<file path="config.mk">
export PLATFORM = sky130hd
export DESIGN_NAME = vbe_datapath
export DESIGN_NICKNAME = d
export VERILOG_FILES = /design/src/vbe_pkg.sv /design/src/vbe_datapath.sv
export SDC_FILE = /design/constraint.sdc
export NUM_CORES = 2
export LEC_CHECK = 0
export BUFFER_PORTS_ARGS = -buffer_cell sky130_fd_sc_hd__buf_4
export CAP_MARGIN = 5
export CORE_MARGIN = 2
export CORE_UTILIZATION = 23
export CTS_BUF_LIST = sky130_fd_sc_hd__clkbuf_16
export CTS_CLUSTER_DIAMETER = 80
export DETAILED_ROUTE_END_ITERATION = 12
export SYNTH_ARGS = -nofsm -noshare
export SYNTH_HDL_FRONTEND = slang
export SYNTH_SLANG_ARGS = --single-unit
</file>
<file path="constraint.sdc">
create_clock -name clk -period 23.5 [get_ports clk]
set_input_delay 4.7 -clock clk [delete_from_list [all_inputs] [get_ports clk]]
set_output_delay 4.7 -clock clk [all_outputs]
set_load 0.05 [all_outputs]
</file>
<file path="src/vbe_pkg.sv">
package vbe_pkg;

    localparam int DATA_W   = 32;
    localparam int DT_W     = 20;
    localparam int ALPHA_W  = 16;
    localparam int AXES     = 3;
    localparam int AXIS_W   = 2;
    localparam int DIV_STEPS = 32;
    localparam int CNT_W    = 5;
    localparam int SAT_W    = 52;

    localparam logic [ALPHA_W-1:0] ALPHA_RESET = 16'd64880;
    localparam logic [DT_W-1:0]    DT_MIN_US   = 20'd1;
    localparam logic [DT_W-1:0]    DT_MAX_US   = 20'd1000000;
    localparam logic [DT_W-1:0]    US_PER_S    = 20'd1000000;
    localparam logic [ALPHA_W:0]   ONE_Q16     = 17'd65536;
    localparam logic [DATA_W-1:0]  INT32_MAX   = 32'h7fff_ffff;
    localparam logic [DATA_W-1:0]  INT32_MIN   = 32'h8000_0000;

    // warm-up codes
    localparam logic [1:0] WARM_NONE   = 2'd0;
    localparam logic [1:0] WARM_ONE    = 2'd1;
    localparam logic [1:0] WARM_ACTIVE = 2'd2;

    // register index decoded from paddr[2]
    localparam logic REG_ALPHA = 1'b0;

    typedef enum logic [3:0] {
        ST_IDLE,
        ST_DECIDE,
        ST_POS_SUB,
        ST_POS_MUL,
        ST_POS_LOAD,
        ST_POS_DIV,
        ST_POS_WRITE,
        ST_POS_COMMIT,
        ST_VEL_DECIDE,
        ST_VEL_MUL_A,
        ST_VEL_MUL_B,
        ST_VEL_SUM,
        ST_VEL_WRITE,
        ST_EMIT
    } state_t;

    typedef struct packed {
        logic              load_input;
        logic              pos_sub;
        logic              pos_mul;
        logic              pos_load;
        logic              div_step;
        logic              pos_write;
        logic              pos_commit;
        logic              vel_mul_a;
        logic              vel_mul_b;
        logic              vel_sum;
        logic              vel_write;
        logic              emit;
        logic [AXIS_W-1:0] axis;
    } cmd_t;

    typedef struct packed {
        logic       pos_present;
        logic       vel_present;
        logic [1:0] warm;
        logic       out_free;
    } sts_t;

    // saturate a sign-extended value to 32 bits
    function automatic logic [DATA_W-1:0] sat32(input logic [SAT_W-1:0] v);
        logic [DATA_W-1:0] r;
        if ((v[SAT_W-1:DATA_W-1] == '0) || (v[SAT_W-1:DATA_W-1] == '1))
        begin
            r = v[DATA_W-1:0];
        end
        else
        begin
            r = v[SAT_W-1] ? INT32_MIN : INT32_MAX;
        end
        return r;
    endfunction

endpackage

</file>
<file path="src/vbe_datapath.sv">
module vbe_datapath (
    input  logic                          clk,
    input  logic                          rst_n,
    input  vbe_pkg::cmd_t                 cmd,
    output vbe_pkg::sts_t                 sts,
    input  logic [vbe_pkg::ALPHA_W-1:0]   alpha,
    input  logic [215:0]                  s_tdata,
    input  logic [1:0]                    s_tuser,
    output logic                          m_tvalid,
    input  logic                          m_tready,
    output logic [95:0]                   m_tdata,
    output logic                          m_tuser
);

    localparam int W = vbe_pkg::DATA_W;

    // latched item
    logic                          pos_present_reg, vel_present_reg;
    logic [W-1:0]                  pos_reg [vbe_pkg::AXES];
    logic [W-1:0]                  vin_reg [vbe_pkg::AXES];
    logic [vbe_pkg::DT_W-1:0]      dt_reg;

    // filter state
    logic [W-1:0]                  prev_pos_reg [vbe_pkg::AXES];
    logic [W-1:0]                  derived_reg  [vbe_pkg::AXES];
    logic [W-1:0]                  bias_reg     [vbe_pkg::AXES];
    logic [1:0]                    warm_reg;

    // working registers
    logic                          neg_reg;
    logic [W:0]                    mag_reg;
    logic [52:0]                   num_reg;
    logic                          ovf_reg;
    logic [vbe_pkg::DT_W-1:0]      rem_reg;
    logic [W-1:0]                  quo_reg;
    logic signed [48:0]            prod_a_reg;
    logic signed [50:0]            prod_b_reg;
    logic signed [51:0]            acc_reg;

    // output register
    logic                          m_tvalid_reg;
    logic [W-1:0]                  vout_reg [vbe_pkg::AXES];
    logic                          bias_active_reg;

    logic [vbe_pkg::DT_W-1:0]      dt_in, dt_clamped;
    logic [W-1:0]                  pos_sel, prev_sel, vin_sel, derived_sel, bias_sel;
    logic signed [W:0]             delta;
    logic [W:0]                    delta_abs;
    logic [52:0]                   num_next;
    logic [20:0]                   num_hi;
    logic [20:0]                   trial;
    logic                          trial_ge;
    logic [W-1:0]                  derived_next;
    logic [vbe_pkg::ALPHA_W:0]     beta;
    logic signed [W:0]             diff;
    logic signed [48:0]            prod_a_next;
    logic signed [50:0]            prod_b_next;
    logic signed [51:0]            acc_next;
    logic signed [51:0]            acc_rnd;
    logic [W-1:0]                  bias_next;
    logic [W-1:0]                  vout_next [vbe_pkg::AXES];

    always_comb
    begin
        dt_in = s_tdata[211:192];
        if (dt_in < vbe_pkg::DT_MIN_US)
            dt_clamped = vbe_pkg::DT_MIN_US;
        else if (dt_in > vbe_pkg::DT_MAX_US)
            dt_clamped = vbe_pkg::DT_MAX_US;
        else
            dt_clamped = dt_in;
    end

    assign pos_sel     = pos_reg[cmd.axis];
    assign prev_sel    = prev_pos_reg[cmd.axis];
    assign vin_sel     = vin_reg[cmd.axis];
    assign derived_sel = derived_reg[cmd.axis];
    assign bias_sel    = bias_reg[cmd.axis];

    // derived velocity: |delta| * 1e6 + dt/2, then restoring divide by dt
    assign delta     = $signed({pos_sel[W-1], pos_sel}) - $signed({prev_sel[W-1], prev_sel});
    assign delta_abs = delta[W] ? (W+1)'(-delta) : (W+1)'(delta);
    assign num_next  = ({20'b0, mag_reg} * {33'b0, vbe_pkg::US_PER_S})
                     + {34'b0, dt_reg[vbe_pkg::DT_W-1:1]};
    assign num_hi    = num_reg[52:32];
    assign trial     = {rem_reg, quo_reg[W-1]};
    assign trial_ge  = trial >= {1'b0, dt_reg};

    always_comb
    begin
        if (ovf_reg)
            derived_next = neg_reg ? vbe_pkg::INT32_MIN : vbe_pkg::INT32_MAX;
        else if (!neg_reg)
            derived_next = quo_reg[W-1] ? vbe_pkg::INT32_MAX : quo_reg;
        else if (quo_reg[W-1] && (|quo_reg[W-2:0]))
            derived_next = vbe_pkg::INT32_MIN;
        else
            derived_next = W'(32'd0 - quo_reg);
    end

    // bias filter: alpha * bias + (1 - alpha) * (derived - vin), rounded
    assign beta        = vbe_pkg::ONE_Q16 - {1'b0, alpha};
    assign diff        = $signed({derived_sel[W-1], derived_sel}) - $signed({vin_sel[W-1], vin_sel});
    assign prod_a_next = $signed({1'b0, alpha}) * $signed(bias_sel);
    assign prod_b_next = $signed({1'b0, beta}) * diff;
    assign acc_next    = prod_a_reg + prod_b_reg;
    // ties away from zero: negative values round with one less
    assign acc_rnd     = acc_reg + (acc_reg[51] ? 52'sd32767 : 52'sd32768);
    assign bias_next   = vbe_pkg::sat32({{16{acc_rnd[51]}}, acc_rnd[51:16]});

    always_comb
    begin
        for (int i = 0; i < vbe_pkg::AXES; i++)
        begin
            logic [W:0] s;
            s = {vin_reg[i][W-1], vin_reg[i]} + {bias_reg[i][W-1], bias_reg[i]};
            if (vel_present_reg)
                vout_next[i] = vbe_pkg::sat32({{19{s[W]}}, s});
            else
                vout_next[i] = vin_reg[i];
        end
    end

    // item and working registers
    always_ff @(posedge clk)
    begin
        if (cmd.load_input)
        begin
            pos_present_reg <= s_tuser[0];
            vel_present_reg <= s_tuser[1];
            for (int i = 0; i < vbe_pkg::AXES; i++)
            begin
                pos_reg[i] <= s_tdata[i*W +: W];
                vin_reg[i] <= s_tdata[(i+3)*W +: W];
            end
            dt_reg <= dt_clamped;
        end
        if (cmd.pos_sub)
        begin
            neg_reg <= delta[W];
            mag_reg <= delta_abs;
        end
        if (cmd.pos_mul)
            num_reg <= num_next;
        if (cmd.pos_load)
        begin
            ovf_reg <= num_hi >= {1'b0, dt_reg};
            rem_reg <= num_reg[51:32];
            quo_reg <= num_reg[31:0];
        end
        if (cmd.div_step)
        begin
            rem_reg <= trial_ge ? vbe_pkg::DT_W'(trial - {1'b0, dt_reg}) : trial[19:0];
            quo_reg <= {quo_reg[W-2:0], trial_ge};
        end
        if (cmd.vel_mul_a)
            prod_a_reg <= prod_a_next;
        if (cmd.vel_mul_b)
            prod_b_reg <= prod_b_next;
        if (cmd.vel_sum)
            acc_reg <= acc_next;
        if (cmd.emit)
        begin
            for (int i = 0; i < vbe_pkg::AXES; i++)
                vout_reg[i] <= vout_next[i];
            bias_active_reg <= warm_reg == vbe_pkg::WARM_ACTIVE;
        end
    end

    // filter state, cleared by reset
    always_ff @(posedge clk or negedge rst_n)
    begin
        if (!rst_n)
        begin
            for (int i = 0; i < vbe_pkg::AXES; i++)
            begin
                prev_pos_reg[i] <= '0;
                derived_reg[i]  <= '0;
                bias_reg[i]     <= '0;
            end
            warm_reg <= vbe_pkg::WARM_NONE;
        end
        else
        begin
            if (cmd.pos_write)
                derived_reg[cmd.axis] <= derived_next;
            if (cmd.pos_commit)
            begin
                for (int i = 0; i < vbe_pkg::AXES; i++)
                    prev_pos_reg[i] <= pos_reg[i];
                warm_reg <= (warm_reg == vbe_pkg::WARM_NONE) ? vbe_pkg::WARM_ONE
                                                             : vbe_pkg::WARM_ACTIVE;
            end
            if (cmd.vel_write)
                bias_reg[cmd.axis] <= bias_next;
        end
    end

    always_ff @(posedge clk or negedge rst_n)
    begin
        if (!rst_n)
            m_tvalid_reg <= 1'b0;
        else if (cmd.emit)
            m_tvalid_reg <= 1'b1;
        else if (m_tready)
            m_tvalid_reg <= 1'b0;
    end

    assign sts.pos_present = pos_present_reg;
    assign sts.vel_present = vel_present_reg;
    assign sts.warm        = warm_reg;
    assign sts.out_free    = !m_tvalid_reg || m_tready;

    assign m_tvalid = m_tvalid_reg;
    assign m_tdata  = {vout_reg[2], vout_reg[1], vout_reg[0]};
    assign m_tuser  = bias_active_reg;

endmodule
</file>
Word-level counts from Yosys, hierarchy flattened
Memory sizes are Yosys's and may differ from the RTL's. A register that Yosys moved wholly into a read port is not among the register bits.
Cells that the tools add are included.

storage, ports and cells
  register bits after elaboration = 510
  latch bits = 0
  RAM bits = 288
  bits in read-only memories = 0
  bits of input ports = 251
  memories = 3

cells by class
  add/sub/neg operators = 12
  $mul = 3
  divide/modulo/power cells = 0
  $lt $le $gt $ge = 6
  equal/unequal tests = 5
  shifts and indexed selects = 0
  multiplexer cells = 44
  bitwise operators = 1
  reduce and logical (&&, ||, !) cells = 20

memory list
  name      depth  width  rd ports  clocked after memory_dff  wr ports  RTL line            text
  pos_reg   3      32     4         3                         3         vbe_datapath.sv:19  logic [W-1:0] pos_reg [vbe_pkg::AXES];
  vin_reg   3      32     4         0                         3         vbe_datapath.sv:20  logic [W-1:0] vin_reg [vbe_pkg::AXES];
  vout_reg  3      32     3         0                         3         vbe_datapath.sv:42  logic [W-1:0] vout_reg [vbe_pkg::AXES];

operator list
  operator                                                                       count
  32-bit 2-to-1 mux                                                              25
  32-bit binary-select mux with 2-bit select                                     3
  96-bit bitwise mux                                                             2
  32-bit by 32-bit adder with 33-bit output                                      3
  21-bit == test, second input constant                                          4
  21-bit zero test                                                               4
  20-bit 2-to-1 mux                                                              4
  32-bit by 32-bit subtractor with 33-bit output                                 2
  32-bit demux with 2-bit select                                                 1
  53-bit by 19-bit adder with 53-bit output                                      1
  49-bit by 51-bit adder with 52-bit output                                      1
  52-bit by 17-bit adder with 52-bit output                                      1
  18-bit by 33-bit multiplier with 51-bit output                                 1
  17-bit by 32-bit multiplier with 49-bit output                                 1
  33-bit by 14-bit multiplier with 47-bit output, second input constant          1
  21-bit by 20-bit >= comparator with 1-bit output                               2
  33-bit negation                                                                1
  1-bit by 32-bit subtractor with 32-bit output, first input constant            1
  31-bit 2-to-1 mux                                                              1
  31-bit OR reduction                                                            1
  20-bit greater-than comparator, second input constant                          1
  20-bit by 1-bit less-than comparator with 1-bit output, second input constant  1
  20-bit subtractor                                                              1
  17-bit by 16-bit subtractor with 17-bit output, first input constant           1
  other kinds (13)                                                               27

Depth between registers and ports, before layout
  word-level depth = 7
  mapped depth = 47

Worst setup path after synthesis
OpenSTA, ideal clock, no wires.

  path type = input -> register
  start = input cmd[1] (netlist name)
  end = register prod_b_reg[46], data pin
  library setup time = 0.265 ns
  arrival = 14.770 ns
  required time = 23.235 ns
  slack = 8.464 ns
  stages on the path = 44
  path buffers = 5
  cells stage by stage = buf_1 buf_1 clkbuf_1 buf_1 mux2i_1 nor2_1 a21oi_1 ha_1 fa_1 nand2b_1 a21oi_1 o21ai_0 a211oi_1 o31a_1 o21a_1 clkbuf_1 nand2_1 a311oi_1 [8 not listed] inv_1 fa_1 fa_1 inv_1 fa_1 inv_1 ha_1 a21o_1 a21o_1 a21oi_1 nor2_1 a211oi_1 o21ai_0 a41oi_1 nand2b_1 a21oi_1 o21ai_0 xor2_1

on the way
  longest elaborated chain between the ends = 6

RTL lines
  what                                                    RTL line             text
  from (decl)                                             vbe_datapath.sv:4    input vbe_pkg::cmd_t cmd,
  2-bit inverter with 3-bit output (implied by the code)  vbe_datapath.sv:77   assign derived_sel = derived_reg[cmd.axis];
  32-bit binary-select mux with 2-bit select              vbe_datapath.sv:77
  32-bit 2-to-1 mux (implied by the code) (2 in a row)    vbe_datapath.sv:77
  32-bit by 32-bit subtractor with 33-bit output *        vbe_datapath.sv:103  assign diff = $signed({derived_sel[W-1], derived_sel}) - $signed({vin_sel[W-1], vin_sel});
  18-bit by 33-bit multiplier with 51-bit output *        vbe_datapath.sv:105  assign prod_b_next = $signed({1'b0, beta}) * diff;
  net prod_b_next[46]                                     vbe_datapath.sv:57   logic signed [50:0] prod_b_next;
  to (signal assigned)                                    vbe_datapath.sv:159  prod_b_reg <= prod_b_next;
  to (decl)                                               vbe_datapath.sv:37   logic signed [50:0] prod_b_reg;

The timed path passes the listed nets; every way through them passes the cells marked *. The select of a mux whose other input is x is not followed.
A chain may end at the register's enable or synchronous reset.

Worst setup path in the final report
Same ends and word-level chain as after synthesis.

==> impl_metrics.yaml <==
status:
  status: "completed"
yosys:
  synth_area_um2: 94800
  ys_types: 87
  synth_xor_area_share_pct: 4.56
  synth_ff_type: "edfxtp_1"
  yosysTopAreaCell: "fa_1"
  yosys_warnings: 0
  synth_top_family_by_area: "adder cells"
  synthMuxAreaShare_pct: 3.61
  async_flop_share_pct: 32.6
  yosys.area.top_type_share_pct: 24.8
  synthSimpleGateAreaFrac_pct: 11.9
  synth-adder-area-share_pct: 33.8
  synth_compound_area_share_pct: 11.5
  synthCells: 9800
  synth-seq-cells: 894
  synth.net_count: 11899
  syn_area_per_cell_um2: 9.67
  yosysSeqAreaShare_pct: 26.8
  synth_area_leaders: "fa_1 (25%), edfxtp_1 (19%), ha_1 (8.9%), dfrtp_1 (7.7%), inv_1 (6.2%)"
  synth-edff-count: 603
sta:
  fmax_mhz: 61.3
  max_slew.worst_pin.slew_ns: 1.24
  drv_slew: 0
  setup_tns_ns: 0
  fin_crit_ns: 16.31
  finalHoldViolCount: 0
  relSlewSlack_pct: 17.0
  rsz0062_at_grt: "no"
  fin_ws_ns: 7.19
  min_period_over_period_pct: 69.4
  skew_ns: 0.0460
  setup_viol: 0
routing:
  drtAntennaViolNets: 0
  wl_per_cell_um: 18.3
  dr.pass1.iters: 6
  top_layer: "met5"
  route.detailed.drc: 0
  drt_wl_total_um: 284000
  routed-wl-met3_um: 17000
  avgViaCountPerCell: 4.52
  drt-initial-drc-count: 4888
  met2_length_um: 134000
  wl_met1_um: 123000
  via_count: 70047
die:
  row_count: 235
  io_pins: 354
  initial_core_util_pct: 23.1
  die_x_um: 646
  dieArea_um2: 417000
  die_h_um: 646
  coreArea_um2: 410000
setup_path:
  r2r_setup_slack_ns: 11.64
  path_max_fanout: 72
  worst-r2r-cell-count: 33
  required_ns: 23.98
  cp_top_family: "compound AO/OA/AOI/OAI gates"
  start_kind: "input pin"
  timing.critical_path.mode_cell: "fa_1"
  criticalPathCategory: "in2reg"
  endpoint: "prod_b_reg[46]"
  startpoint: "cmd[1]"
  path_buf_inv: 6
  rr_endpoint: "prod_b_reg[46]"
  arrival_ns: 16.79
  cp_slowest_cell: "a2111oi_0"
  rr_startpoint: "vin_reg[1][1]"
  end_kind: "flip-flop"
  cp.depth: 33
  crit_path_max_incr_delay_ns: 0.93
clocking:
  cts_resized: 0
  cts.sinks: 894
  root_buffer: "clkbuf_16"
  cts-htree-levels: 3
  clock_latency_ns: 0.74
  cts_setup_buffers: 0
  cts_max_path_buffers: 3
  cts_made_buffers: 95
  cts-hold-fix-buffers: 0
  cts_tree: "built"
  clk_pin_slew_worst_paths_ns: 0.06
place:
  io_buffers: 349
  pre_cts_slack_ns: 6.68
  dp_hpwl_um: 227000
  dp_cells: 15312
  gp_congestion: 0.912
global_routing:
  grt_overflow: 0
  grt_pass1_vias: 70757
  grt_start_max_net_pins: 117
  track_usage_pct: 13.5
  grt_pass1_wl_um: 433000
  antenna_found_initial: 34
layout:
  final_nets: 12057
  drive_gt1_share_pct: 8.22
  area_growth_pct: 13.0
  utilization_pct: 26.1
  fill_cells: 43591
  final_cell_count_no_fill: 15498
run:
  maxCapViolCount: 0
min_path:
  hold_depth: 0
  hp-class: "reg2reg"
metrics by stage:
step / hold slack [ns] / area (um^2)
after floorplan: 0.426 / 94800
after global routing: 0.492 / 107000
after detailed placement: 0.469 / 104000
after global placement: 0.461 / 104000
after CTS: 0.483 / 107000
final: 0.474 / 107000
cells in the mapped netlist, drive strengths merged, types with 16 or more instances:
cell	n
a21oi	538
nor3b	34
and4	16
nand2	1120
nor4	17
a211oi	61
nor2	571
or3	37
nand3	69
buf	29
nand2b	66
xor2	162
mux2	143
dfrtp	291
o31ai	27
ha	675
and3	37
nor2b	52
o2bb2ai	53
a21o	212
clkbuf	366
o21a	70
o21ai	549
and2	260
o22ai	27
or2	16
edfxtp	603
fa	1173
inv	1564
nor3	89
o21bai	51
a31oi	38
nand4	60
xnor2	331
mux2i	181
worst min path at each step:
stage,start,to,slack (ns)
CTS,derived_reg[95],derived_reg[95],0.48
global placement,derived_reg[2],derived_reg[2],0.46
global route,dt_reg[3],num_reg[2],0.49
detailed placement,derived_reg[95],derived_reg[95],0.47
finish,dt_reg[3],num_reg[2],0.47
floorplan,dt_reg[2],num_reg[1],0.43
worst reg2reg max path, delay by kind of cell, from the launching register on:
family | cells | cell delay [ns]
AOI/OAI and AO/OA | 14 | 4.76
xor gates and xnor gates | 2 | 1.07
adders and majority gates | 7 | 3.45
buffers and inverters | 4 | 0.23
DFF | 1 | 0.55
muxes | 1 | 0.63
and+or+nand+nor | 5 | 0.87
logic make-up (layout without fill, tap and decap cells):
| family | count (synthesis) | in the layout |
|---|---|---|
| simple gates | 2479 | 2479 |
| fa+ha+maj | 1862 | 1862 |
| mux | 324 | 324 |
| buf+inv | 1959 | 2199 |
| other cells | 0 | 7 |
| flops | 894 | 894 |
| compound gates | 1789 | 1789 |
| xor+xnor | 493 | 493 |
per-layer routing:
metal,GRT usage (%),vias up
met3,2.03,446
met1,17.7,35090
met2,22.6,2021
met4,4.34,10
met5,0,-
li1,-,32480
area by class of cell:
| cell class | count | area, um^2 | share of cell area (%) |
|---|---|---|---|
| multi-input combinational | 6947 | 62300 | 58.1 |
| sequential | 894 | 25400 | 23.7 |
| tap | 5451 | 6820 | 6.37 |
| inverter | 1564 | 5870 | 5.48 |
| timing repair buffer | 456 | 3480 | 3.25 |
| clock buffer | 99 | 2480 | 2.31 |
| clock inverter | 80 | 811 | 0.757 |
| antenna | 7 | 17.5 | 0.0163 |
layout by cell type (no fill, tap or decap), types with 153 or more instances in the layout:
cell type and n:
fa_1 1173, xor2_1 153, nor2_1 569, buf_4 450, ha_1 674, inv_1 1574, edfxtp_1 603, a21oi_1 537
nand2_1 1117, o21ai_0 482, a21o_1 212, and2_1 259, mux2i_1 180, xnor2_1 320, dfrtp_1 291
Power is not shown: default switching activity piles up to over one toggle a cycle in this logic, so the estimate is an artifact.
