`config.mk`:
```
export PLATFORM = sky130hd
export DESIGN_NAME = vbe_controller
export DESIGN_NICKNAME = d
export VERILOG_FILES = /design/src/vbe_pkg.sv /design/src/vbe_controller.sv
export SDC_FILE = /design/constraint.sdc
export NUM_CORES = 1
export LEC_CHECK = 0
export ABC_AREA = 0
export CAP_MARGIN = 40
export CORE_UTILIZATION = 60
export DETAILED_ROUTE_END_ITERATION = 10
export DONT_BUFFER_PORTS = 1
export PLACE_DENSITY = 0.76
export SETUP_SLACK_MARGIN = 0.3
export SLEW_MARGIN = 30
export SYNTH_ARGS = -nofsm -noshare
export SYNTH_HDL_FRONTEND = slang
export SYNTH_SLANG_ARGS = --single-unit
export TNS_END_PERCENT = 5
```
`constraint.sdc`:
```
create_clock -name clk -period 1.9 [get_ports clk]
set_input_delay 0.38 -clock clk [delete_from_list [all_inputs] [get_ports clk]]
set_output_delay 0.38 -clock clk [all_outputs]
set_load 0.01 [all_outputs]
```
`src/vbe_pkg.sv`:
```
package vbe_pkg;

    localparam int DATA_W   = 32;
    localparam int DT_W     = 20;
    localparam int ALPHA_W  = 16;
    localparam int AXES     = 3;
    localparam int AXIS_W   = 2;
    localparam int DIV_STEPS = 32;
    localparam int CNT_W    = 5;
    localparam int SAT_W    = 52;

    localparam logic [ALPHA_W-1:0] ALPHA_RESET = 16'd64880;
    localparam logic [DT_W-1:0]    DT_MIN_US   = 20'd1;
    localparam logic [DT_W-1:0]    DT_MAX_US   = 20'd1000000;
    localparam logic [DT_W-1:0]    US_PER_S    = 20'd1000000;
    localparam logic [ALPHA_W:0]   ONE_Q16     = 17'd65536;
    localparam logic [DATA_W-1:0]  INT32_MAX   = 32'h7fff_ffff;
    localparam logic [DATA_W-1:0]  INT32_MIN   = 32'h8000_0000;

    // warm-up codes
    localparam logic [1:0] WARM_NONE   = 2'd0;
    localparam logic [1:0] WARM_ONE    = 2'd1;
    localparam logic [1:0] WARM_ACTIVE = 2'd2;

    // register index decoded from paddr[2]
    localparam logic REG_ALPHA = 1'b0;

    typedef enum logic [3:0] {
        ST_IDLE,
        ST_DECIDE,
        ST_POS_SUB,
        ST_POS_MUL,
        ST_POS_LOAD,
        ST_POS_DIV,
        ST_POS_WRITE,
        ST_POS_COMMIT,
        ST_VEL_DECIDE,
        ST_VEL_MUL_A,
        ST_VEL_MUL_B,
        ST_VEL_SUM,
        ST_VEL_WRITE,
        ST_EMIT
    } state_t;

    typedef struct packed {
        logic              load_input;
        logic              pos_sub;
        logic              pos_mul;
        logic              pos_load;
        logic              div_step;
        logic              pos_write;
        logic              pos_commit;
        logic              vel_mul_a;
        logic              vel_mul_b;
        logic              vel_sum;
        logic              vel_write;
        logic              emit;
        logic [AXIS_W-1:0] axis;
    } cmd_t;

    typedef struct packed {
        logic       pos_present;
        logic       vel_present;
        logic [1:0] warm;
        logic       out_free;
    } sts_t;

    // saturate a sign-extended value to 32 bits
    function automatic logic [DATA_W-1:0] sat32(input logic [SAT_W-1:0] v);
        logic [DATA_W-1:0] r;
        if ((v[SAT_W-1:DATA_W-1] == '0) || (v[SAT_W-1:DATA_W-1] == '1))
        begin
            r = v[DATA_W-1:0];
        end
        else
        begin
            r = v[SAT_W-1] ? INT32_MIN : INT32_MAX;
        end
        return r;
    endfunction

endpackage

```
`src/vbe_controller.sv`:
```
module vbe_controller (
    input  logic          clk,
    input  logic          rst_n,
    input  logic          s_tvalid,
    output logic          s_tready,
    input  vbe_pkg::sts_t sts,
    output vbe_pkg::cmd_t cmd
);

    localparam logic [vbe_pkg::CNT_W-1:0]  CNT_LAST  = vbe_pkg::CNT_W'(vbe_pkg::DIV_STEPS - 1);
    localparam logic [vbe_pkg::AXIS_W-1:0] AXIS_LAST = vbe_pkg::AXIS_W'(vbe_pkg::AXES - 1);

    vbe_pkg::state_t              state_reg, state_next;
    logic [vbe_pkg::AXIS_W-1:0]   axis_reg, axis_next;
    logic [vbe_pkg::CNT_W-1:0]    cnt_reg, cnt_next;

    always_ff @(posedge clk or negedge rst_n)
    begin
        if (!rst_n)
        begin
            state_reg <= vbe_pkg::ST_IDLE;
            axis_reg  <= '0;
            cnt_reg   <= '0;
        end
        else
        begin
            state_reg <= state_next;
            axis_reg  <= axis_next;
            cnt_reg   <= cnt_next;
        end
    end

    always_comb
    begin
        state_next = state_reg;
        axis_next  = axis_reg;
        cnt_next   = cnt_reg;
        cmd        = '0;
        cmd.axis   = axis_reg;
        s_tready   = 1'b0;
        unique case (state_reg)
            vbe_pkg::ST_IDLE:
            begin
                s_tready = 1'b1;
                if (s_tvalid)
                begin
                    cmd.load_input = 1'b1;
                    state_next     = vbe_pkg::ST_DECIDE;
                end
            end
            vbe_pkg::ST_DECIDE:
            begin
                axis_next = '0;
                if (!sts.pos_present)
                    state_next = vbe_pkg::ST_VEL_DECIDE;
                else if (sts.warm == vbe_pkg::WARM_NONE)
                    state_next = vbe_pkg::ST_POS_COMMIT;
                else
                    state_next = vbe_pkg::ST_POS_SUB;
            end
            vbe_pkg::ST_POS_SUB:
            begin
                cmd.pos_sub = 1'b1;
                state_next  = vbe_pkg::ST_POS_MUL;
            end
            vbe_pkg::ST_POS_MUL:
            begin
                cmd.pos_mul = 1'b1;
                state_next  = vbe_pkg::ST_POS_LOAD;
            end
            vbe_pkg::ST_POS_LOAD:
            begin
                cmd.pos_load = 1'b1;
                cnt_next     = '0;
                state_next   = vbe_pkg::ST_POS_DIV;
            end
            vbe_pkg::ST_POS_DIV:
            begin
                cmd.div_step = 1'b1;
                cnt_next     = cnt_reg + 1'b1;
                if (cnt_reg == CNT_LAST)
                    state_next = vbe_pkg::ST_POS_WRITE;
            end
            vbe_pkg::ST_POS_WRITE:
            begin
                cmd.pos_write = 1'b1;
                if (axis_reg == AXIS_LAST)
                begin
                    state_next = vbe_pkg::ST_POS_COMMIT;
                end
                else
                begin
                    axis_next  = axis_reg + 1'b1;
                    state_next = vbe_pkg::ST_POS_SUB;
                end
            end
            vbe_pkg::ST_POS_COMMIT:
            begin
                cmd.pos_commit = 1'b1;
                state_next     = vbe_pkg::ST_VEL_DECIDE;
            end
            vbe_pkg::ST_VEL_DECIDE:
            begin
                axis_next = '0;
                if (sts.vel_present && (sts.warm == vbe_pkg::WARM_ACTIVE))
                    state_next = vbe_pkg::ST_VEL_MUL_A;
                else
                    state_next = vbe_pkg::ST_EMIT;
            end
            vbe_pkg::ST_VEL_MUL_A:
            begin
                cmd.vel_mul_a = 1'b1;
                state_next    = vbe_pkg::ST_VEL_MUL_B;
            end
            vbe_pkg::ST_VEL_MUL_B:
            begin
                cmd.vel_mul_b = 1'b1;
                state_next    = vbe_pkg::ST_VEL_SUM;
            end
            vbe_pkg::ST_VEL_SUM:
            begin
                cmd.vel_sum = 1'b1;
                state_next  = vbe_pkg::ST_VEL_WRITE;
            end
            vbe_pkg::ST_VEL_WRITE:
            begin
                cmd.vel_write = 1'b1;
                if (axis_reg == AXIS_LAST)
                begin
                    state_next = vbe_pkg::ST_EMIT;
                end
                else
                begin
                    axis_next  = axis_reg + 1'b1;
                    state_next = vbe_pkg::ST_VEL_MUL_A;
                end
            end
            vbe_pkg::ST_EMIT:
            begin
                if (sts.out_free)
                begin
                    cmd.emit   = 1'b1;
                    state_next = vbe_pkg::ST_IDLE;
                end
            end
            default:
            begin
                state_next = vbe_pkg::ST_IDLE;
            end
        endcase
    end

    // result only written into a free output register
    assert property (@(posedge clk) disable iff (!rst_n) cmd.emit |-> sts.out_free)
        else $error("result written over a pending output");

    // divider runs exactly its step count before the quotient is taken
    assert property (@(posedge clk) disable iff (!rst_n)
        (cmd.div_step && (cnt_reg == CNT_LAST)) |=> (state_reg == vbe_pkg::ST_POS_WRITE))
        else $error("divider step count broken");

    // a position commit always leaves at least one position seen
    assert property (@(posedge clk) disable iff (!rst_n)
        cmd.pos_commit |=> (sts.warm != vbe_pkg::WARM_NONE))
        else $error("warm-up not advanced by position update");

    // bias is only filtered once a derived velocity exists
    assert property (@(posedge clk) disable iff (!rst_n)
        cmd.vel_mul_a |-> (sts.warm == vbe_pkg::WARM_ACTIVE))
        else $error("bias update before derived velocity");

endmodule

```
# Word-level counts from Yosys, hierarchy flattened

Cells that the tools add are included.
Widths: inputs -> output; s select.

Register bits: 11
Bits in latches: 0
RAM bits: 0
ROM bits: 0
Input port bits: 8
Output and inout bits: 15
Word-level logic and storage cells: 61
Memories: 0

$add $sub $neg: 2
Multiply operators: 0
Divide/modulo/power cells: 0
Order comparisons: 0
Equality and inequality tests: 20
Shifts and indexed selects: 0
Muxes and demuxes: 27
Bitwise logic cells: 0
Reduce and logical (&&, ||, !) cells: 9

Operators with widths:

| kind                | count |
|---|---|
| $pmux 4 s14         | 1 |
| $eq 4x4->1 const B  | 6 |
| $eq 4x3->1 const B  | 4 |
| $mux 4              | 4 |
| $mux 1              | 15 |
| $mux 3              | 4 |
| $pmux 5 s2          | 1 |
| $eq 4x2->1 const B  | 2 |
| $ne 2x2->1 const B  | 4 |
| $add 5x1->5 const B | 1 |
| $eq 5x5->1 const B  | 1 |
| $eq 2x2->1 const B  | 2 |
| $eq 4x1->1 const B  | 1 |
| $logic_not 4->1     | 1 |
| $pmux 2 s2          | 1 |
| $reduce_bool 2->1   | 2 |
| $reduce_or 2->1     | 2 |
| $reduce_and 3->1    | 1 |
| $add 2x1->2 const B | 1 |
| $logic_not 2->1     | 1 |
| $mux 2              | 1 |
| $reduce_and 2->1    | 1 |
| $logic_and 1x1->1   | 1 |

# Logic depth before layout (Yosys ltp)

Gate-level depths: netlist of run 1.

Depth after elaboration: 4
Gate-level depth with buffers: 7

# Worst setup path before layout of run 1

No wires, ideal clock.

Path kind: reg-to-output
Start: reg state_reg[2]
End: out cmd[13] in the netlist's numbering
Arrival: 1.021 ns
Required time: 1.520 ns
Setup slack: 0.499 ns
Stages on the path, launching flop included: 6
Path buffers: 1
Cells stage by stage: dfrtp_1 buf_2 nor2_1 nand2_1 inv_1 and2_1

RTL lines:

| item                     | RTL line             | text |
|---|---|---|
| start: declaration       | vbe_controller.sv:13 | `vbe_pkg::state_t state_reg, state_next;` |
| start signal: assignment | vbe_controller.sv:21 | `state_reg <= vbe_pkg::ST_IDLE;` |
| start signal: assignment | vbe_controller.sv:27 | `state_reg <= state_next;` |
| end: declaration         | vbe_controller.sv:7  | `output vbe_pkg::cmd_t cmd` |

==> impl_metrics.yaml, run 1 <==
run_status:
  status: "finished clean"
layout:
  fin_area_mm2: 0.001095
  drive_above_1_share_pct: 38.98
  multiInputGateArea_um2: 594.3
  final_cell_mix: "buf_4 (17), nor2_1 (7), dfrtp_1 (7)"
  largest_register_ff_count: 5
  seq_area_um2: 280.3
  fill_cells: 69
  nets: 130
  mostFrequentLayoutCell: "buf_4"
  area_growth_pct: 28.87
  antenna_cells: 0
  finalNonFillerCells: 133
timing:
  finalCriticalPeriod_ns: 1.667
  period_share_pct: 87.71
  skew_ns: 0.001746
  hold_viol_final: 0
  fmax_ghz: 0.6000
  slew_violations: 0
  relSlewSlack_pct: 65.63
  rsz0062_at_grt: "true"
  setup_violations: 0
  tightest_slew_ns: 0.5138
  setup_tns_ns: 0
route:
  drt_iter0_markers: 25
  wirelength_um: 2317
  drt-vias-per-instance: 6.316
  drc: 0
  first_pass_iters: 4
  vias: 840
  drtAntennaViolNets: 0
  wire_per_inst_um: 17.42
cts:
  h-tree-depth: 1
  clockBufferDepth: 2
  cts_root_buf: "clkbuf_4"
  cts_made_buffers: 3
  clock_sinks: 11
  clk_latency_ns: 0.28
  cts_tree: "done"
  clkTransAtPathRegs_ns: 0.08
synth:
  synth_fp_nets: 114
  synth_area_per_cell_um2: 8.248
  synth_area_um2: 849.6
  muxShareOfSynthArea_pct: 2.504
  ys_ff_latch: 11
  synth_top_cell_by_area: "dfrtp_1"
  synth_compound_area_share_pct: 19.00
  yosysSeqAreaShare_pct: 32.40
  synthCells: 103
  yosys.area_share.simple_pct: 30.78
  synth_top_family_by_area: "simple AND/OR/NAND/NOR gates"
  synth_area_leaders: "dfrtp_1 (32%), nor2_1 (5.7%), ha_1 (4.4%)"
  synth_xor_area_share_pct: 2.062
  yosysWarnings: 0
  synth.distinct_cells: 33
  synth_top_area_share_pct: 32.40
  synthAdderAreaFrac_pct: 4.418
global_route:
  antenna_found_initial: 0
  grt_util_all_layers_pct: 33.93
  grt_max_degree: 12
  grt_pass1_vias: 680
  overflow: 0
  grt_first_pass_wirelength_um: 3318
floorplanning:
  die_h_um: 39.63
  die_w_um: 39.63
  ioPinCount: 23
  core_area_mm2: 0.001301
  rows: 13
  start_util_pct: 65.29
  dieArea_mm2: 0.001571
worst_setup_path:
  crit_buf_inv: 1
  crit_required_ns: 1.52
  r2r_start: "axis_reg[0]"
  endpoint_kind: "primary output"
  r2r_cells: 6
  r2r_slack_ns: 0.40
  cpPeakStageDelay_ns: 0.47
  path_cells: "buf_4 > nand2_2 > nor3_4"
  worstPathArrival_ns: 1.29
  path_max_fanout: 6
  endpoint: "cmd[11]"
  startpoint: "state_reg[1]"
  start_kind: "flop"
  critical_path_class: "flop to primary output"
  critPathTopFamily: "flip-flops"
  r2r-end: "state_reg[0]"
  cp_num_cells: 3
  timing.critical_path.slowest_stage_cell: "dfrtp_2"
pwr:
  power.leakage_nw: 0.4934
  power_uw: 415.9
  power_density_mw_per_mm2: 379.9
  ir_drop_mv: 0.4767
placement:
  placed_cells: 112
  dpl.hpwl_um: 1177
  place_area_um2: 830.8
  io_buffer_count: 0
  finalWeightedCongestion: 0.8107
hold_path:
  holdCritPathClass: "input port to flop"
flow_run:
  drv_cap: 0
-- stage by stage --
step	utilization, %	setup slack, ns	hold WS [ns]
floorplan	-	0.4993	0.08441
global placement	63.85	0.3347	0.08458
detailed placement	63.85	0.3162	0.08455
CTS	81.06	0.2797	0.3288
global route	84.13	0.1841	0.3196
finish	84.13	0.2335	0.3290
-- timing repair --
item	in CTS	in global routing
endpoints found under the hold margin	11	0
hold buffers	1	0
buffers inserted	14	2
pin swaps	3	1
endpoints found under the setup margin	13	12
resized for setup	29	5
-- report_power, final --
| group | internal (mW) | switching (mW) |
|---|---|---|
| registers | 0.234 | 0 |
| logic | 0.00494 | 0.00629 |
| clock network | 0.0816 | 0.0893 |
-- Yosys cell counts --
library cell / n
buf_6: 2
o211ai_1: 1
ha_1: 3
a22o_1: 3
nor3b_1: 2
nand3_1: 4
mux2i_1: 1
and4_1: 1
o21ai_2: 1
a22oi_1: 1
o31ai_1: 4
nor3_1: 5
nor4bb_1: 2
nand2b_4: 2
o21ai_0: 6
xor2_1: 1
nor2_1: 13
o21ai_1: 1
nand2_1: 7
and3_1: 2
a31oi_1: 2
nor2b_1: 3
dfrtp_1: 11
buf_2: 6
nand2b_1: 4
o22ai_1: 3
inv_1: 4
a21oi_1: 3
and2b_1: 1
xnor2_1: 1
mux2_2: 1
and2_1: 1
buf_4: 1
-- worst min path at each step --
stage | start | endpoint | slack [ns] | cells past startpoint
2_1_floorplan | rst_n | axis_reg[0] | 0.08 | 0
3_3_place_gp | rst_n | axis_reg[1] | 0.08 | 0
3_5_place_dp | rst_n | axis_reg[1] | 0.08 | 0
4_1_cts | sts[4] | state_reg[3] | 0.33 | 3
5_1_grt | sts[4] | state_reg[3] | 0.32 | 3
6_report | sts[4] | state_reg[3] | 0.33 | 3
-- kinds of logic after synthesis --
kind of cell | after synthesis
multiplexers | 2
XOR/XNOR | 2
AND/OR/NAND/NOR | 47
buffers and inverters | 13
AO/OA/AOI/OAI | 25
adder cells (fa/ha/maj) | 3
flip-flops | 11
-- cell type report --
class / count / share of cell area [%]
clock buffer: 4 / 2.400
inverter: 4 / 1.371
multi-input combinational: 79 / 54.29
sequential: 11 / 25.60
tap: 15 / 1.714
timing repair buffer: 20 / 14.63
-- worst min-delay path, stage by stage --
cell	delay [ns]
nor3_1	0.02
o21ai_0	0.13
nand2_1	0.05
-- layer usage --
| layer | GRT usage [%] | part of all wire [%] | up-vias |
|---|---|---|---|
| met4 | 18.97 | 1.9 | 0 |
| met5 | 0 | 0 | - |
| met2 | 53.69 | 49 | 43 |
| li1 | - | - | 398 |
| met1 | 43.06 | 43 | 394 |
| met3 | 5.682 | 6.1 | 5 |
Power figures use the tool's default switching activity.
==> inputs of run 2 (changes only) <==
- CORE_MARGIN: not set -> 2
- GPL_ROUTABILITY_DRIVEN: not set -> 1
==> run 2 against run 1 <==
Effect of this change: global-route usage shrank 9.6 points; hold slack worse by 0.031 ns; via count up 0.12%; clock power hardly changed; critical path depth shrank 1; first-iteration DRC count increased by 8.0%; critical endpoint is now cmd[9].
==> impl_metrics.yaml, run 2 (same netlist as run 1, synthesis figures left out) <==
worst_setup_path:
  worstPathArrival_ns: 1.29
  path_max_fanout: 7
  start_kind: "flop"
  r2r-end: "state_reg[1]"
  r2r_cells: 7
  r2r_start: "cnt_reg[0]"
  crit_required_ns: 1.52
  timing.critical_path.slowest_stage_cell: "dfrtp_2"
  critical_path_class: "flop to primary output"
  endpoint_kind: "primary output"
  cpPeakStageDelay_ns: 0.51
  r2r_slack_ns: 0.41
  path_cells: "nor4bb_4 > buf_4"
cts:
  cts_made_buffers: 3
  cts_root_buf: "clkbuf_4"
  cts_tree: "done"
  clock_sinks: 11
  clk_latency_ns: 0.29
  clockBufferDepth: 2
  clkTransAtPathRegs_ns: 0.08
  h-tree-depth: 1
floorplanning:
  rows: 13
  ioPinCount: 23
  start_util_pct: 64.48
  die_w_um: 41.63
  die_h_um: 41.63
  core_area_mm2: 0.001318
  dieArea_mm2: 0.001733
timing:
  relSlewSlack_pct: 65.81
  hold_viol_final: 0
  tightest_slew_ns: 0.5112
  period_share_pct: 87.89
  fmax_ghz: 0.5988
  rsz0062_at_grt: "true"
  skew_ns: 0.01035
  finalCriticalPeriod_ns: 1.670
  setup_tns_ns: 0
  setup_violations: 0
  slew_violations: 0
global_route:
  grt_max_degree: 12
  overflow: 0
  grt_util_all_layers_pct: 24.36
  antenna_found_initial: 0
  grt_pass1_vias: 731
  grt_first_pass_wirelength_um: 3277
layout:
  final_cell_mix: "buf_4 (15), nor2_1 (8), dfrtp_1 (7)"
  mostFrequentLayoutCell: "buf_4"
  antenna_cells: 0
  drive_above_1_share_pct: 37.07
  area_growth_pct: 27.39
  largest_register_ff_count: 5
  finalNonFillerCells: 131
  nets: 128
route:
  drtAntennaViolNets: 0
  wire_per_inst_um: 17.14
  wirelength_um: 2245
  drt_iter0_markers: 27
  first_pass_iters: 4
  drt-vias-per-instance: 6.420
  vias: 841
  drc: 0
placement:
  dpl.hpwl_um: 1223
  io_buffer_count: 0
  finalWeightedCongestion: 0.8255
  placed_cells: 112
run_status:
  status: "finished clean"
pwr:
  ir_drop_mv: 0.2979
  power_uw: 417.8
  power_density_mw_per_mm2: 386.0
  power.leakage_nw: 0.4951
hold_path:
  holdCritPathClass: "input port to flop"
  holdPathStages: 2
  min-delay-start: "s_tvalid"
  hold_path_end: "state_reg[0]"
flow_run:
  drv_cap: 0
run 2: cell types whose count changed in the layout (fill, tap and decap cells not counted), sizes merged:
cell | previous run | this run
buf | 19 | 17
run 2: what timing repair did:
item | in CTS | in global routing
cloned | 0 | 0
pin swaps | 1 | 3
resized for setup | 15 | 15
buffers inserted | 12 | 2
setup endpoints to repair | 13 | 11
endpoints found under the hold margin | 11 | 0
hold buffers | 1 | 0
run 2: critical path, delay by kind of cell, from the launching register on:
kind                   cells  cell delay (ns)
and+or+nand+nor            1             0.29
DFF                        1             0.51
buffers and inverters      1             0.20
run 2: where the power goes:
part,internal (mW),total [mW],switching (mW)
Clock,0.0818,0.173,0.0908
Combinational,0.00494,0.0114,0.00646
Sequential,0.234,0.234,0
Total,0.321,0.418,0.0972
run 2: per-stage QoR:
stage | util (%) | cell area [um2] | setup slack [ns] | hold WS [ns]
3_5_place_dp | 63.06 | 830.8 | 0.3039 | 0.08466
4_1_cts | 75.69 | 997.2 | 0.2599 | 0.3084
5_1_grt | 82.15 | 1082 | 0.1725 | 0.3273
6_report | 82.15 | 1082 | 0.2301 | 0.2978
3_3_place_gp | 63.06 | 830.8 | 0.3421 | 0.08464
2_1_floorplan | - | 849.6 | 0.4993 | 0.08441
run 2: how the worst max path moves through the flow:
stage                            start       to  slack, ns  depth (start not counted)
after CTS                 state_reg[2]  cmd[10]       0.26                          3
after floorplan           state_reg[2]  cmd[13]       0.50                          5
after detailed placement  state_reg[3]  cmd[13]       0.30                          4
after global placement    state_reg[3]  cmd[13]       0.34                          4
final                     state_reg[1]   cmd[9]       0.23                          2
after global routing      state_reg[2]   cmd[9]       0.17                          2
run 2: area by class of cell:
| class | count | area, um2 |
|---|---|---|
| well taps | 15 | 18.77 |
| multi-input cells | 79 | 588.1 |
| repair buffers | 18 | 153.9 |
| fillers | 86 | 235.2 |
| clock buffers | 4 | 26.28 |
| flip-flops and latches | 11 | 280.3 |
| inverters | 4 | 15.01 |
run 2: routing by layer:
layer / global-route usage [%] / vias to the layer above / share of wire, % / wire length (um)
met2: 37.19 / 35 / 49 / 1097
met3: 6.522 / 9 / 6.7 / 151
met4: 10.32 / 0 / 2.7 / 61
li1: - / 390 / - / -
met1: 32.41 / 407 / 42 / 934
met5: 0 / - / 0 / 0
